--- config.mk ---
export PLATFORM = sky130hd
export DESIGN_NAME = colour_tag_to_ansi_escape
export DESIGN_NICKNAME = d
export VERILOG_FILES = /design/src/sv/ctae_pkg.sv /design/src/sv/ctae_front.sv /design/src/sv/ctae_fifo.sv /design/src/sv/ctae_back.sv /design/src/sv/colour_tag_to_ansi_escape.sv
export VERILOG_INCLUDE_DIRS = /design/src /design/src/sv
export SDC_FILE = /design/constraint.sdc
export NUM_CORES = 1
export LEC_CHECK = 0
export ABC_AREA = 1
export BUFFER_PORTS_ARGS = -buffer_cell sky130_fd_sc_hd__clkbuf_2
export CAP_MARGIN = 25
export CORE_ASPECT_RATIO = 0.6
export CORE_MARGIN = 5
export CORE_UTILIZATION = 40
export DETAILED_ROUTE_END_ITERATION = 7
export HOLD_SLACK_MARGIN = 0.12
export PLACE_DENSITY = 0.55
export SLEW_MARGIN = 20
export SYNTH_ARGS = -nofsm -noshare
export SYNTH_HDL_FRONTEND = slang
export SYNTH_HIERARCHICAL = 1
export SYNTH_SLANG_ARGS = --single-unit
export TNS_END_PERCENT = 5
--- constraint.sdc ---
create_clock -name i_clk -period 10.95 [get_ports i_clk]
set_clock_uncertainty 0.05 [all_clocks]
set_input_delay 2.19 -clock i_clk [delete_from_list [all_inputs] [get_ports i_clk]]
set_output_delay 2.19 -clock i_clk [all_outputs]
set_load 0.03 [all_outputs]
--- src/sv/assert_macros.svh ---
// ----------------------------------------------------------------------------
// Assertion macros
// Clocked assertion helpers shared by the RTL; compiled out by NO_ASSERTIONS.
// ----------------------------------------------------------------------------
`ifndef ASSERT_MACROS_SVH
`define ASSERT_MACROS_SVH

`ifndef NO_ASSERTIONS

// Property checked on every rising edge, skipped while reset is asserted.
`define ASSERT_CLK(label, clk, rst_n, prop) \
    label: assert property (@(posedge clk) disable iff (!rst_n) prop) \
        else $error("assertion failed");

// Property checked on every rising edge, reset included.
`define ASSERT_ALWAYS(label, clk, prop) \
    label: assert property (@(posedge clk) prop) \
        else $error("assertion failed");

`else

`define ASSERT_CLK(label, clk, rst_n, prop)
`define ASSERT_ALWAYS(label, clk, prop)

`endif

`endif

--- src/sv/ctae_pkg.sv ---
// ----------------------------------------------------------------------------
// ctae_pkg
// Shared types, tag and escape tables for the colour tag converter.
// ----------------------------------------------------------------------------
`default_nettype none

package ctae_pkg;

    localparam logic [7:0] CH_LBRACE = 8'h7B;
    localparam logic [7:0] CH_RBRACE = 8'h7D;
    localparam logic [7:0] CH_ESC    = 8'h1B;
    localparam logic [7:0] CH_LBRACK = 8'h5B;

    // Tag spellings, one row per tag; the last row is unused.
    localparam logic [7:0] TAG_TEXT [0:7][0:8] = '{
        '{CH_LBRACE, "r", "e", "d", CH_RBRACE, 8'h00, 8'h00, 8'h00, 8'h00},
        '{CH_LBRACE, "g", "r", "e", "e", "n", CH_RBRACE, 8'h00, 8'h00},
        '{CH_LBRACE, "y", "e", "l", "l", "o", "w", CH_RBRACE, 8'h00},
        '{CH_LBRACE, "b", "l", "u", "e", CH_RBRACE, 8'h00, 8'h00, 8'h00},
        '{CH_LBRACE, "m", "a", "g", "n", "e", "t", "a", CH_RBRACE},
        '{CH_LBRACE, "c", "y", "a", "n", CH_RBRACE, 8'h00, 8'h00, 8'h00},
        '{CH_LBRACE, "e", "o", "c", CH_RBRACE, 8'h00, 8'h00, 8'h00, 8'h00},
        '{8'h00, 8'h00, 8'h00, 8'h00, 8'h00, 8'h00, 8'h00, 8'h00, 8'h00}
    };
    localparam logic [3:0] TAG_LEN [0:7] = '{
        4'd5, 4'd7, 4'd8, 4'd6, 4'd9, 4'd6, 4'd5, 4'd0
    };
    localparam logic [2:0] TAG_COUNT = 3'd7;

    // Escape sequences that replace each tag.
    localparam logic [7:0] ESC_TEXT [0:7][0:4] = '{
        '{CH_ESC, CH_LBRACK, "3", "1", "m"},
        '{CH_ESC, CH_LBRACK, "3", "2", "m"},
        '{CH_ESC, CH_LBRACK, "3", "3", "m"},
        '{CH_ESC, CH_LBRACK, "3", "4", "m"},
        '{CH_ESC, CH_LBRACK, "3", "5", "m"},
        '{CH_ESC, CH_LBRACK, "3", "6", "m"},
        '{CH_ESC, CH_LBRACK, "0", "m", 8'h00},
        '{8'h00, 8'h00, 8'h00, 8'h00, 8'h00}
    };
    localparam logic [3:0] ESC_LEN [0:7] = '{
        4'd5, 4'd5, 4'd5, 4'd5, 4'd5, 4'd5, 4'd4, 4'd0
    };

    // What follows the held tag prefix in one command.
    typedef enum logic [1:0] {
        TAIL_NONE,
        TAIL_BYTE,
        TAIL_ESC
    } t_tail;

    // One command from the classifier to the emitter.
    typedef struct packed {
        logic [2:0] tag;
        logic [3:0] prefix_len;
        t_tail      tail;
        logic [7:0] tail_byte;
        logic [3:0] last_idx;
        logic       eos;
    } t_cmd;

    function automatic logic [7:0] tag_char(input logic [2:0] tag, input logic [3:0] pos);
        logic [7:0] ch;
        ch = 8'h00;
        if (pos <= 4'd8) begin
            ch = TAG_TEXT[tag][pos];
        end
        return ch;
    endfunction

    function automatic logic [7:0] esc_char(input logic [2:0] tag, input logic [2:0] pos);
        logic [7:0] ch;
        ch = 8'h00;
        if (pos <= 3'd4) begin
            ch = ESC_TEXT[tag][pos];
        end
        return ch;
    endfunction

endpackage

`default_nettype wire

--- src/sv/ctae_front.sv ---
// ----------------------------------------------------------------------------
// ctae_front
// Tag matcher: tracks the partial tag and turns each input byte into at most
// one emit command for the back end.
// ----------------------------------------------------------------------------
`default_nettype none

module ctae_front
    import ctae_pkg::*;
(
    input  wire logic       i_clk,
    input  wire logic       i_rst_n,
    input  wire logic       i_s_tvalid,
    output      logic       o_s_tready,
    input  wire logic [7:0] i_s_tdata,   // [7:0] in_byte
    input  wire logic       i_s_tlast,   // end_of_string
    output      logic       o_q_valid,
    input  wire logic       i_q_ready,
    output      t_cmd       o_q_cmd,
    output      logic       o_idle
);

    logic [2:0] r_cand;
    logic [3:0] r_mc;
    logic [2:0] n_cand;
    logic [3:0] n_mc;
    logic       w_accept;
    logic       w_hit;
    logic [2:0] w_hit_tag;
    logic [3:0] w_mc_inc;
    logic [3:0] w_tail_len;
    t_cmd       w_cmd;

    assign w_accept = i_s_tvalid && i_q_ready;
    assign w_mc_inc = r_mc + 4'd1;

    // Look up the tag whose second character matches the byte.
    always_comb begin
        w_hit     = 1'b0;
        w_hit_tag = 3'd0;
        for (int t = 0; t < 7; t++) begin
            if (!w_hit && TAG_TEXT[t][1] == i_s_tdata) begin
                w_hit     = 1'b1;
                w_hit_tag = 3'(t);
            end
        end
    end

    // Classify the byte against the current match and build the command.
    always_comb begin
        n_cand          = r_cand;
        n_mc            = r_mc;
        w_cmd.tag       = r_cand;
        w_cmd.prefix_len = 4'd0;
        w_cmd.tail      = TAIL_NONE;
        w_cmd.tail_byte = i_s_tdata;
        w_cmd.eos       = i_s_tlast;

        if (r_mc == 4'd0) begin
            if (i_s_tdata == CH_LBRACE) begin
                n_mc = 4'd1;
            end else begin
                w_cmd.tail = TAIL_BYTE;
            end
        end else if (r_mc == 4'd1) begin
            if (w_hit) begin
                n_cand = w_hit_tag;
                n_mc   = 4'd2;
            end else begin
                w_cmd.prefix_len = 4'd1;
                if (i_s_tdata == CH_LBRACE) begin
                    n_mc = 4'd1;
                end else begin
                    n_mc       = 4'd0;
                    w_cmd.tail = TAIL_BYTE;
                end
            end
        end else begin
            if (r_mc < TAG_LEN[r_cand] && tag_char(r_cand, r_mc) == i_s_tdata) begin
                if (w_mc_inc == TAG_LEN[r_cand]) begin
                    w_cmd.tail = TAIL_ESC;
                    n_mc       = 4'd0;
                end else begin
                    n_mc = w_mc_inc;
                end
            end else begin
                w_cmd.prefix_len = r_mc;
                if (i_s_tdata == CH_LBRACE) begin
                    n_mc = 4'd1;
                end else begin
                    n_mc       = 4'd0;
                    w_cmd.tail = TAIL_BYTE;
                end
            end
        end

        // End of string flushes whatever is still held.
        if (i_s_tlast) begin
            if (n_mc == 4'd1) begin
                w_cmd.tail      = TAIL_BYTE;
                w_cmd.tail_byte = CH_LBRACE;
            end else if (n_mc != 4'd0) begin
                w_cmd.prefix_len = n_mc;
                w_cmd.tag        = n_cand;
            end
            n_mc   = 4'd0;
            n_cand = 3'd0;
        end

        unique case (w_cmd.tail)
            TAIL_BYTE: w_tail_len = 4'd1;
            TAIL_ESC:  w_tail_len = ESC_LEN[w_cmd.tag];
            default:   w_tail_len = 4'd0;
        endcase
        w_cmd.last_idx = w_cmd.prefix_len + w_tail_len - 4'd1;
    end

    // Match state.
    always_ff @(posedge i_clk) begin
        if (!i_rst_n) begin
            r_cand <= 3'd0;
            r_mc   <= 4'd0;
        end else if (w_accept) begin
            r_cand <= (n_cand < TAG_COUNT) ? n_cand : 3'd0;
            r_mc   <= n_mc;
        end
    end

    assign o_s_tready = i_q_ready;
    assign o_q_valid  = i_s_tvalid && (w_cmd.prefix_len != 4'd0 || w_cmd.tail != TAIL_NONE);
    assign o_q_cmd    = w_cmd;
    assign o_idle     = (r_mc == 4'd0);

endmodule

`default_nettype wire

--- src/sv/ctae_fifo.sv ---
// ----------------------------------------------------------------------------
// ctae_fifo
// Two-entry command queue between the matcher and the emitter.
// ----------------------------------------------------------------------------
`default_nettype none

module ctae_fifo
    import ctae_pkg::*;
(
    input  wire logic i_clk,
    input  wire logic i_rst_n,
    input  wire logic i_push_valid,
    output      logic o_push_ready,
    input  wire t_cmd i_push_cmd,
    output      logic o_pop_valid,
    input  wire logic i_pop_ready,
    output      t_cmd o_pop_cmd
);

    t_cmd       r_slot [2];
    logic       r_wptr;
    logic       r_rptr;
    logic [1:0] r_count;
    logic       w_push;
    logic       w_pop;

    assign o_push_ready = (r_count != 2'd2);
    assign o_pop_valid  = (r_count != 2'd0);
    assign o_pop_cmd    = r_slot[r_rptr];
    assign w_push       = i_push_valid && o_push_ready;
    assign w_pop        = o_pop_valid && i_pop_ready;

    // Storage.
    always_ff @(posedge i_clk) begin
        if (w_push) begin
            r_slot[r_wptr] <= i_push_cmd;
        end
    end

    // Pointers and fill count.
    always_ff @(posedge i_clk) begin
        if (!i_rst_n) begin
            r_wptr  <= 1'b0;
            r_rptr  <= 1'b0;
            r_count <= 2'd0;
        end else begin
            if (w_push) begin
                r_wptr <= ~r_wptr;
            end
            if (w_pop) begin
                r_rptr <= ~r_rptr;
            end
            if (w_push && !w_pop) begin
                r_count <= r_count + 2'd1;
            end else if (w_pop && !w_push) begin
                r_count <= r_count - 2'd1;
            end
        end
    end

endmodule

`default_nettype wire

--- src/sv/ctae_back.sv ---
// ----------------------------------------------------------------------------
// ctae_back
// Emitter: walks each command byte by byte into a registered output stage.
// ----------------------------------------------------------------------------
`default_nettype none

module ctae_back
    import ctae_pkg::*;
(
    input  wire logic       i_clk,
    input  wire logic       i_rst_n,
    input  wire logic       i_q_valid,
    output      logic       o_q_ready,
    input  wire t_cmd       i_q_cmd,
    output      logic       o_m_tvalid,
    input  wire logic       i_m_tready,
    output      logic [7:0] o_m_tdata,
    output      logic       o_m_tlast,
    output      logic       o_m_tuser
);

    logic       r_valid;
    logic [7:0] r_byte;
    logic       r_last;
    logic       r_done;
    logic [3:0] r_idx;
    logic       w_load;
    logic       w_step;
    logic       w_final;
    logic [3:0] w_esc_pos;
    logic [7:0] w_byte;

    assign w_load    = !r_valid || i_m_tready;
    assign w_step    = w_load && i_q_valid;
    assign w_final   = (r_idx == i_q_cmd.last_idx);
    assign w_esc_pos = r_idx - i_q_cmd.prefix_len;
    assign o_q_ready = w_load && w_final;

    // Pick the byte at the current position of the command.
    always_comb begin
        if (r_idx < i_q_cmd.prefix_len) begin
            w_byte = tag_char(i_q_cmd.tag, r_idx);
        end else if (i_q_cmd.tail == TAIL_ESC) begin
            w_byte = esc_char(i_q_cmd.tag, w_esc_pos[2:0]);
        end else begin
            w_byte = i_q_cmd.tail_byte;
        end
    end

    // Position within the current command.
    always_ff @(posedge i_clk) begin
        if (!i_rst_n) begin
            r_idx <= 4'd0;
        end else if (w_step) begin
            r_idx <= w_final ? 4'd0 : r_idx + 4'd1;
        end
    end

    // Output register.
    always_ff @(posedge i_clk) begin
        if (!i_rst_n) begin
            r_valid <= 1'b0;
        end else if (w_load) begin
            r_valid <= i_q_valid;
        end
    end

    always_ff @(posedge i_clk) begin
        if (w_step) begin
            r_byte <= w_byte;
            r_last <= w_final;
            r_done <= w_final && i_q_cmd.eos;
        end
    end

    assign o_m_tvalid = r_valid;
    assign o_m_tdata  = r_byte;
    assign o_m_tuser  = r_last;
    assign o_m_tlast  = r_done;

endmodule

`default_nettype wire

--- src/sv/colour_tag_to_ansi_escape.sv ---
// ----------------------------------------------------------------------------
// colour_tag_to_ansi_escape
// Replaces colour tags in a byte stream with ANSI escape sequences.
// ----------------------------------------------------------------------------
// One byte is taken per transfer on the slave side and one byte leaves per
// transfer on the master side. The input accepts a byte every cycle as long
// as the two-entry command queue between the tag matcher and the emitter has
// room; the output bytes that one input byte causes (0 to 9) leave the emitter
// one by one through the single output register, which holds them while the
// receiver is not ready. Bytes of a partly matched tag are held without
// output until the tag completes, fails, or the string ends.
`default_nettype none

`include "assert_macros.svh"

module colour_tag_to_ansi_escape
    import ctae_pkg::*;
(
    input  wire logic       i_clk,
    input  wire logic       i_rst_n,
    input  wire logic       i_s_tvalid,
    output      logic       o_s_tready,
    input  wire logic [7:0] i_s_tdata,   // [7:0] in_byte
    input  wire logic       i_s_tlast,   // end_of_string
    output      logic       o_m_tvalid,
    input  wire logic       i_m_tready,
    output      logic [7:0] o_m_tdata,   // [7:0] out_byte
    output      logic       o_m_tlast,   // string_done
    output      logic       o_m_tuser    // [0] run_last
);

    logic w_push_valid;
    logic w_push_ready;
    t_cmd w_push_cmd;
    logic w_pop_valid;
    logic w_pop_ready;
    t_cmd w_pop_cmd;
    logic w_front_idle;

    // Tag matcher.
    ctae_front u_front (
        .i_clk      (i_clk),
        .i_rst_n    (i_rst_n),
        .i_s_tvalid (i_s_tvalid),
        .o_s_tready (o_s_tready),
        .i_s_tdata  (i_s_tdata),
        .i_s_tlast  (i_s_tlast),
        .o_q_valid  (w_push_valid),
        .i_q_ready  (w_push_ready),
        .o_q_cmd    (w_push_cmd),
        .o_idle     (w_front_idle)
    );

    // Command queue.
    ctae_fifo u_fifo (
        .i_clk        (i_clk),
        .i_rst_n      (i_rst_n),
        .i_push_valid (w_push_valid),
        .o_push_ready (w_push_ready),
        .i_push_cmd   (w_push_cmd),
        .o_pop_valid  (w_pop_valid),
        .i_pop_ready  (w_pop_ready),
        .o_pop_cmd    (w_pop_cmd)
    );

    // Emitter.
    ctae_back u_back (
        .i_clk      (i_clk),
        .i_rst_n    (i_rst_n),
        .i_q_valid  (w_pop_valid),
        .o_q_ready  (w_pop_ready),
        .i_q_cmd    (w_pop_cmd),
        .o_m_tvalid (o_m_tvalid),
        .i_m_tready (i_m_tready),
        .o_m_tdata  (o_m_tdata),
        .o_m_tlast  (o_m_tlast),
        .o_m_tuser  (o_m_tuser)
    );

    // The end of a string always closes the run it belongs to.
    `ASSERT_CLK(a_done_is_run_last, i_clk, i_rst_n, (o_m_tvalid && o_m_tlast) |-> o_m_tuser)

    // A full queue always has a command to hand out.
    `ASSERT_CLK(a_full_not_empty, i_clk, i_rst_n, !w_push_ready |-> w_pop_valid)

    // After the final byte of a string no tag prefix stays held.
    `ASSERT_CLK(a_eos_clears_match, i_clk, i_rst_n,
        (i_s_tvalid && o_s_tready && i_s_tlast) |=> w_front_idle)

endmodule

`default_nettype wire

==> flow_summary.toml, run 1 <==
[status]
run_status = "finished clean"

[routing]
routedWlPerCell_um = 15.9
first_pass_iters = 6
drt_iter0_drc = 509
remaining_drc_errors = 0
viasPerCell = 5.08
ant_nets = 0
finalWirelength_um = 15200
vias = 4843

[cts]
postCtsSetupRepairBufs = 0
cts_root_buffer = "clkbuf_16"
hold_buffers = 0
cts_buffer_depth = 2
path_clk_slew_ps = 60
clk_latency_ps = 330
cts_resized = 0
cts_tree = "yes"
cts_sinks = 71
cts-htree-levels = 3
cts_buffers = 9

[timing]
post-route-period-util = 0.526
finalCriticalPeriod_ps = 5760
slew-limit-headroom = 0.402
hold_violations = 0
tightestPinTransition_ps = 896
fin_setup_tns_ps = 0
whs_ps = 451
finalSetupViolCount = 0
layout_setup_ws_ps = 5190
rsz0062_at_grt = "false"
fmax_ghz = 0.174
slew_viol_final = 0

[die]
core_um2 = 13700
die-area_um2 = 16700
num_rows = 33
die_h_um = 102
fp.dieW_um = 163
io_pins = 25
start_util = 0.411

[setup_path]
regToRegStartpoint = "u_front/r_mc[0]"
ff2ff_path_depth = 27
worstSetupPathType = "in2reg"
start_kind = "primary input"
crit_fanout = 9
crit_chain = "clkbuf_2, inv_1, nor2_1, inv_1, nor3_1, inv_1, nor4_1, inv_1, a22oi_1, inv_1, a21oi_4, nand3b_4, nand2_2, inv_2, ha_1, a21boi_1, o21bai_1, ha_1, inv_1, ha_1, fa_1, xnor2_1, xor2_1, inv_1"
cp_slowest_cell = "fa_1"
rr_endpoint = "u_fifo/r_slot[1][4]"
reg2reg_slack_ps = 5610
crit_buf_inv = 9
endpoint_kind = "flip-flop"
cp_top_family = "simple AND/OR/NAND/NOR gates"
cp.required_ps = 10980
crit_top_cell = "inv_1"
startpoint = "i_s_tdata[6]"
cpPeakStageDelay_ps = 370
crit_arrival_ps = 5790

[synth]
synth.avg_cell_area_um2 = 7.62
syn_area_um2 = 5650
syn-num-nets = 794
synth_cell_types = 44
seq_area_frac_synth = 0.347
yosysWarnings = 6
synth_edf_count = 54
synthFlopType = "edfxtp_1"
async_flop_share = 0
syn-instance-count = 742
ys_ff_latch = 71

[power_and_ir_drop]
p_clk_frac = 0.273
comb_power_share = 0.385
power_density_nw_per_um2 = 175
p_switching_w = 0.000419
p_leak_nw = 2.89
cellInternalPower_w = 0.000660
pwr-share-seq = 0.342
switching_share = 0.388
ir_worst_vdd_v = 0.0000873

[finish]
design_area_um2 = 6160
fin_cells = 953
layout-drive-gt1-share = 0.147
synthToLayoutAreaGrowth_pct = 8.94
nets = 808
diodes = 0

[grt]
grt-ovfl-total = 0
grtUsageMet2 = 0.220
grt.total_usage = 0.188
antenna_found_initial = 0
gr-usage-met3 = 0.0701
grt_pass1_wl_um = 24300
grt_most_used_layer = "met1"
grt_max_degree = 24
grt_pass1_vias = 4504
globalRouteMet1Util = 0.316

[worst_hold_path]
whs_path_depth = 2
whs_endpoint = "u_fifo/r_rptr"
min_path_type = "reg2reg"
hp-start = "u_fifo/r_rptr"

[place]
placed_area_um2 = 5850
numPortBuffers = 24
place_ws_ps = 4840
hpwl_um = 11900
place.gp.congestion = 0.937
placedCellCount = 937

[job]
cap_violations = 0
final cells by class:
cell class | count | area (µm²)
clock buffer | 11 | 253
clock inverter | 5 | 53.8
fill | 1369 | 7590
inverter | 97 | 364
multi-input combinational | 551 | 3150
sequential | 71 | 1960
tap | 192 | 240
timing repair buffer | 26 | 135
power groups by stage:
stage,sequential [W],clock (W),combinational [W]
6_report,0.000369,0.000294,0.000415
5_1_grt,0.000374,0.000311,0.000467
4_1_cts,0.000369,0.000301,0.000413
3_5_place_dp,0.000374,0,0.000411
3_3_place_gp,0.000373,0,0.000410
2_1_floorplan,0.000393,0,0.000297
metal layers:
metal  routed length [µm]  up-vias
met2                 5110      178
met5                    0        -
met1                 8540     2210
li1                     -     2443
met3                 1480       12
met4                   57        0
registers in the layout, summed over array words and instances, names as in the netlist, 2 cells and up, named ones only:
signal,flops
u_fifo/r_slot,44
u_back/o_m_tdata,8
u_back/r_idx,4
u_front/r_mc,4
u_front/r_cand,3
u_fifo/r_count,2
cells by family after synthesis:
family | count (synthesis) | synth area share
fa+ha+maj | 39 | 0.0890
compound gates | 82 | 0.0876
buf+inv | 120 | 0.0983
flops | 71 | 0.347
mux | 22 | 0.0438
simple gates | 393 | 0.310
xor+xnor | 15 | 0.0246
metrics by stage:
step                 util  power, W
finish              0.448   0.00108
global placement    0.425  0.000782
CTS                 0.448   0.00108
detailed placement  0.426  0.000785
floorplan               -  0.000690
global route        0.448   0.00115
worst register-to-register path, cell delays in order (launching register included):
cell,delay (ps)
dfxtp_1,900
inv_2,300
ha_1,310
inv_1,70
nor2_1,40
nand3b_1,90
nand2_1,230
inv_1,130
a21oi_1,50
nand3_1,100
nand2_1,60
nor2_1,100
nand2_1,70
nor2_1,260
nand4_1,170
nand3_1,170
nand3b_4,210
nand2_2,110
inv_2,80
ha_1,160
a21boi_1,200
a21oi_1,70
ha_1,280
inv_1,50
fa_1,400
xnor2_1,190
xor2_1,150
inv_1,60
layout by cell type (no fill, tap or decap), types with 7 or more instances in the layout:
master	count
inv_1	86
clkbuf_2	24
nor2_1	60
inv_2	11
mux2_2	22
nand4_1	8
nand2_1	220
nand3_1	59
nor3_1	7
ha_1	37
a21oi_1	31
dfxtp_1	17
nand2_2	11
o21ai_0	22
clkbuf_16	9
edfxtp_1	54
xor2_1	11
worst max-delay path by stage:
stage                            to  cells after the start  slack, ps
2_1_floorplan   u_fifo/r_slot[1][0]                     19       5460
3_3_place_gp   u_fifo/r_slot[1][12]                     20       4930
3_5_place_dp    u_fifo/r_slot[1][4]                     24       4840
4_1_cts         u_fifo/r_slot[1][4]                     24       5180
5_1_grt         u_fifo/r_slot[1][4]                     24       4820
6_report        u_fifo/r_slot[1][4]                     24       5190
Yosys cell counts (2+ instances only):
master | n | area, µm²
o21ai_0 | 22 | 110
buf_2 | 6 | 30.0
a31oi_1 | 2 | 12.5
inv_1 | 86 | 323
nor3_1 | 7 | 35.0
fa_1 | 2 | 40.0
o21bai_1 | 2 | 15.0
dfxtp_1 | 17 | 340
nand2_1 | 220 | 826
a21oi_1 | 31 | 155
a21oi_4 | 2 | 32.5
nand3_2 | 5 | 50.1
a21oi_2 | 2 | 17.5
edfxtp_1 | 54 | 1620
nand3b_1 | 4 | 30.0
o21a_1 | 4 | 30.0
o21ai_1 | 4 | 20.0
mux2_2 | 22 | 248
ha_1 | 37 | 463
nand2_2 | 11 | 68.8
a21boi_1 | 2 | 15.0
nor2_2 | 5 | 31.3
nand4_1 | 8 | 50.1
nor2_1 | 62 | 233
nand2_4 | 3 | 33.8
o211ai_1 | 5 | 37.5
nor3_2 | 2 | 20.0
xnor2_1 | 3 | 26.3
inv_2 | 11 | 41.3
buf_4 | 8 | 60.1
nand3_1 | 59 | 295
nor2_4 | 2 | 22.5
xor2_1 | 11 | 96.3
buf_6 | 9 | 101
o2111ai_1 | 3 | 26.3
Note: power is estimated with default switching activity, not from simulation.
==> inputs of run 2 (changes only) <==
--- a/config.mk
+++ b/config.mk
@@ -6,7 +6,7 @@
 export SDC_FILE = /design/constraint.sdc
 export NUM_CORES = 1
 export LEC_CHECK = 0
-export ABC_AREA = 1
+export ABC_AREA = 0
 export BUFFER_PORTS_ARGS = -buffer_cell sky130_fd_sc_hd__clkbuf_2
 export CAP_MARGIN = 25
 export CORE_ASPECT_RATIO = 0.6
==> constraint.sdc (replaced) <==
create_clock -name i_clk -period 5.85 [get_ports i_clk]
set_clock_uncertainty 0.05 [all_clocks]
set_input_delay 1.17 -clock i_clk [delete_from_list [all_inputs] [get_ports i_clk]]
set_output_delay 1.17 -clock i_clk [all_outputs]
set_load 0.03 [all_outputs]
==> run 2 against run 1 <==
Compared with the run above:
- total power rose by 100%
- clock power rose by 89%
- design area rose by 4.3%
- first-iteration DRC count fell by 2.6%
- largest power group unchanged
==> flow_summary.toml, run 2 <==
[status]
run_status = "finished clean"

[cts]
cts_buffers = 9
path_clk_slew_ps = 60
hold_buffers = 0
cts_buffer_depth = 2
cts_root_buffer = "clkbuf_16"
cts_sinks = 71
clk_latency_ps = 330
cts-htree-levels = 3
cts_tree = "yes"

[grt]
grt_pass1_wl_um = 26000
grt_pass1_vias = 4575
grt.total_usage = 0.185
grt_max_degree = 40
grt-ovfl-total = 0
antenna_found_initial = 0

[die]
core_um2 = 14400
num_rows = 34
die_h_um = 104
die-area_um2 = 17300
fp.dieW_um = 166
start_util = 0.406
io_pins = 25

[finish]
final_common_cell = "edfxtp_1"
fill_cells = 1386
synthToLayoutAreaGrowth_pct = 9.63
largest-register = "u_fifo/r_slot"
multi_input_area_um2 = 3550
largest_register_ffs = 44
nets = 672
layout-drive-gt1-share = 0.163
layout_common_cells = "54 x edfxtp_1, 37 x ha_1, 36 x nand2_1"
regArea_um2 = 1960
diodes = 0

[setup_path]
rr_endpoint = "u_fifo/r_slot[1][4]"
crit_arrival_ps = 5500
start_kind = "flip-flop"
ff2ff_path_depth = 19
worstSetupPathType = "reg2reg"
cp.required_ps = 5870
regToRegStartpoint = "u_front/r_cand[0]"
reg2reg_slack_ps = 380
endpoint_kind = "flip-flop"
crit_fanout = 11

[synth]
yosysWarnings = 6
synth_top_area_share = 0.277
synth_mux_area_frac = 0.0794
yosysMostFrequentCell = "edfxtp_1"
synthFlopType = "edfxtp_1"
ys_ff_latch = 71
yosysTopAreaCell = "edfxtp_1"
synth.avg_cell_area_um2 = 9.63
synth_edf_count = 54
synthTopCellsByArea = "edfxtp_1 28%, ha_1 7.9%, dfxtp_1 5.8%"
seq_area_frac_synth = 0.335
syn-instance-count = 609
synth-xor-area-share = 0.0263
synthSimpleGateAreaFrac = 0.210
synth_compound_area_frac = 0.204
syn_area_um2 = 5860
synth_cell_types = 87
synth_top_family_by_area = "simple AND/OR/NAND/NOR gates"
yosys-top-cells-count = "54 x edfxtp_1, 37 x ha_1, 36 x nand2_1, 31 x nor2_1, 30 x inv_1"
synthAdderAreaFrac = 0.0858
syn-num-nets = 661
async_flop_share = 0

[timing]
layout_setup_ws_ps = 375
hold_violations = 0
fin_setup_tns_ps = 0
slew_viol_final = 0
finalCriticalPeriod_ps = 5470
post-route-period-util = 0.936
finalSetupViolCount = 0
slew-limit-headroom = 0.411
rsz0062_at_grt = "false"
fmax_ghz = 0.183
tightestPinTransition_ps = 875

[routing]
routedWlPerCell_um = 19.4
routed-wl-met3_um = 1500
vias = 4785
drt_iter0_drc = 496
ant_nets = 0
dr_wl_met2_um = 5660
routedLengthMet1_um = 8730
viasPerCell = 5.81
remaining_drc_errors = 0
highest_layer = "met4"
finalWirelength_um = 15900
first_pass_iters = 5

[worst_hold_path]
whs_endpoint = "u_fifo/r_count[1]"
whs_path_depth = 2
hp-start = "u_fifo/r_count[1]"
min_path_type = "reg2reg"

[power_and_ir_drop]
power.total_w = 0.00217
ir_worst_vdd_v = 0.000196
p_leak_nw = 2.34
power_density_nw_per_um2 = 338

[place]
place.gp.congestion = 0.960
hpwl_um = 11900
place_ws_ps = 236
numPortBuffers = 24

[job]
cap_violations = 0
==> run 2: cell types whose count changed after synthesis, moves of 11 or more <==
cell,previous run,this run
nor2_1,62,31
and2_1,0,14
inv_1,86,30
nand3_1,59,15
nand2b_1,0,27
mux2i_1,0,15
nand2_1,220,36
nor2b_1,0,23
a21oi_1,31,20
nand2_2,11,0
==> run 2: cell type report <==
| class | count | share of cell area |
|---|---|---|
| inverters | 31 | 0.0181 |
| flip-flops and latches | 71 | 0.306 |
| clock inverters | 3 | 0.00331 |
| multi-input cells | 470 | 0.553 |
| clock buffers | 13 | 0.0456 |
| repair buffers | 37 | 0.0358 |
| well taps | 198 | 0.0386 |
==> run 2: cell families (layout without fill, tap and decap cells) <==
group | Yosys count | in the layout
flops | 71 | 71
compound gates | 156 | 156
simple gates | 216 | 216
mux | 43 | 43
buf+inv | 68 | 84
xor+xnor | 16 | 16
fa+ha+maj | 39 | 39
==> run 2: worst max-delay path: stages, from the launching register on <==
cell       delay [ps]
dfxtp_2           380
ha_1              340
nor2b_1           190
a2111oi_0         700
o32ai_1           260
a22oi_1           200
nand4_1           190
or3_1             470
a311oi_4          410
nand3_4           180
a21boi_0          200
ha_1              340
inv_1              40
a31oi_1           180
ha_1              170
inv_1              50
ha_1              180
fa_1              380
xnor2_1           200
xnor2_1           100
==> run 2: worst max-delay path by stage <==
stage,slack (ps),to,from
after floorplan,810,u_fifo/r_slot[0][4],u_front/r_mc[0]
after global placement,470,u_fifo/r_slot[0][4],u_front/r_cand[1]
after detailed placement,240,u_fifo/r_slot[0][4],u_front/r_cand[1]
after CTS,210,u_fifo/r_slot[0][4],u_front/r_cand[1]
after global routing,60,u_fifo/r_slot[1][4],u_front/r_cand[1]
final,380,u_fifo/r_slot[1][4],u_front/r_cand[0]
==> run 2: through the flow <==
step / area, µm² / util / hold WS [ps] / instances
4_1_cts: 6420 / 0.445 / 514 / 823
3_3_place_gp: 6110 / 0.424 / 481 / 807
2_1_floorplan: 5860 / - / 462 / 609
3_5_place_dp: 6110 / 0.424 / 505 / 807
6_report: 6430 / 0.446 / 510 / 823
5_1_grt: 6430 / 0.446 / 544 / 823
==> run 2: routing by layer <==
metal / up-vias / global-route usage
li1: 2303 / -
met1: 2289 / 0.316
met2: 187 / 0.222
met3: 6 / 0.0567
met4: 0 / 0.0245
met5: - / 0
==> run 2: repair_timing <==
item	CTS	global route
buffers inserted	0	0
gates resized for setup	0	3
setup endpoints to repair	0	5
==> run 2: power by group <==
part	internal (W)	switching [W]	total, W
registers	0.000674	0.0000343	0.000708
clock network	0.000350	0.000206	0.000556
logic	0.000323	0.000586	0.000909
total	0.00135	0.000826	0.00217
==> inputs of run 3 (changes only) <==
--- a/config.mk
+++ b/config.mk
@@ -13,6 +13,7 @@
 export CORE_MARGIN = 5
 export CORE_UTILIZATION = 40
 export DETAILED_ROUTE_END_ITERATION = 7
+export GPL_TIMING_DRIVEN = 0
 export HOLD_SLACK_MARGIN = 0.12
 export PLACE_DENSITY = 0.55
 export SLEW_MARGIN = 20
==> run 3 against run 2 <==
Compared with the run above:
- worst setup slack lost 180 ps
- cell count grew 3.6%
- global-route usage grew 2.2 points
- first-iteration DRC count grew 10%
- count of clock-buffer cells in the layout shrank 1
- design area grew 3.9%
- total power grew 3.4%
- routed wire length grew 14%
- sequential cell count is the same
- non-clock buffer count grew 30
- via count grew 6.3%
- combinational power grew 7.4%
- largest power group unchanged
- highest routed layer unchanged
==> flow_summary.toml, run 3 (synthesis gave the netlist of run 2 again) <==
[timing]
slew-limit-headroom = 0.342
layout_setup_ws_ps = 197
finalCriticalPeriod_ps = 5650
fmax_ghz = 0.177
finalSetupViolCount = 0
fin_setup_tns_ps = 0
tightestPinTransition_ps = 962
slew_viol_final = 0
post-route-period-util = 0.966
hold_violations = 0

[setup_path]
crit_top_cell = "ha_1"
worstSetupPathType = "reg2reg"
crit_fanout = 12
cpPeakStageDelay_ps = 490
crit_arrival_ps = 5670
start_kind = "flip-flop"
cp.required_ps = 5870
cp_slowest_cell = "a2111oi_0"
crit_chain = "inv_1, ha_1, clkbuf_1, nor3_1, a2111oi_0, nor4_1, a311oi_1, xor2_1, or3_1, buf_6, a311oi_4, nand3_4, a21boi_0, ha_1, inv_1, a31oi_4, ha_1, inv_1, ha_1, fa_1, xnor2_2, xnor2_1"
endpoint_kind = "flip-flop"

[finish]
largest_register_ffs = 44
synthToLayoutAreaGrowth_pct = 13.9
fin_cells = 853
layout_common_cells = "54 x edfxtp_1, 36 x nand2_1, 35 x ha_1"
layout-drive-gt1-share = 0.206
design_area_um2 = 6680
final_common_cell = "edfxtp_1"
largest-register = "u_fifo/r_slot"
nets = 702
diodes = 0

[cts]
cts_buffer_depth = 2
cts_buffers = 9
cts_sinks = 71
cts_root_buffer = "clkbuf_16"
path_clk_slew_ps = 60
clk_latency_ps = 330
cts_tree = "yes"
cts-htree-levels = 3

[die]
die_h_um = 104
die-area_um2 = 17300
io_pins = 25
fp.dieW_um = 166
start_util = 0.406
core_um2 = 14400
num_rows = 34

[place]
placedCellCount = 830
place.gp.congestion = 0.959
hpwl_um = 14100
placed_area_um2 = 6230
numPortBuffers = 22
place_ws_ps = -351

[job]
cap_violations = 0

[routing]
first_pass_iters = 5
vias = 5088
finalWirelength_um = 18200
drt_iter0_drc = 547
routedWlPerCell_um = 21.4
ant_nets = 0
remaining_drc_errors = 0
viasPerCell = 5.96

[grt]
grt_pass1_wl_um = 27900
grt.total_usage = 0.207
grt-ovfl-total = 0
grt_max_degree = 23
antenna_found_initial = 0
grt_pass1_vias = 4628

[worst_hold_path]
min_path_type = "reg2reg"

[power_and_ir_drop]
power.total_w = 0.00225
power_density_nw_per_um2 = 337
p_leak_nw = 2.47
ir_worst_vdd_v = 0.000197

[status]
run_status = "finished clean"
-- run 3: worst paths after layout --
kind                          start  slack [ps]  cells after the start                   to
setup / recovery  u_front/r_cand[1]         200                     22  u_fifo/r_slot[0][4]
setup reg to reg  u_front/r_cand[1]         200                     22  u_fifo/r_slot[0][4]
hold / removal    u_fifo/r_count[1]         510                      2    u_fifo/r_count[1]
hold reg to reg   u_fifo/r_count[1]         510                      2    u_fifo/r_count[1]
-- run 3: through the flow --
step | util | hold WS, ps
after floorplan | - | 462
after global placement | 0.431 | 477
after detailed placement | 0.432 | 498
after CTS | 0.455 | 511
after global routing | 0.463 | 554
final | 0.463 | 506
-- run 3: area by class of cell --
class | instances | area, µm²
Inverter | 31 | 126
Clock inverter | 4 | 32.5
Tap cell | 198 | 248
Timing Repair Buffer | 30 | 178
Buffer | 37 | 241
Multi-Input combinational cell | 470 | 3600
Sequential cell | 71 | 1970
Clock buffer | 12 | 279
Fill cell | 1391 | 7750
-- run 3: layer usage --
layer	global-route usage	wire, µm	vias up
li1	-	-	2367
met1	0.357	9740	2458
met2	0.227	6260	257
met3	0.0868	2200	6
met4	0.0245	40	0
met5	0	0	-
-- run 3: power breakdown --
| part | internal [W] | total (W) | switching, W |
|---|---|---|---|
| clock | 0.000342 | 0.000555 | 0.000213 |
| sequential | 0.000673 | 0.000716 | 0.0000425 |
| combinational | 0.000356 | 0.000976 | 0.000620 |
| total | 0.00137 | 0.00225 | 0.000876 |
-- run 3: worst max-delay path, delay by kind of cell, from the launching register on --
kind	cells	cell delay [ps]
buf+inv	5	840
xor+xnor	3	470
flops	1	410
compound gates	5	1610
fa+ha+maj	5	1270
simple gates	4	740
-- run 3: what timing repair did --
action	CTS	global route
buffers inserted	1	6
pin swaps	1	5
hold buffers	0	0
endpoints found under the setup margin	43	42
gates resized for setup	7	20
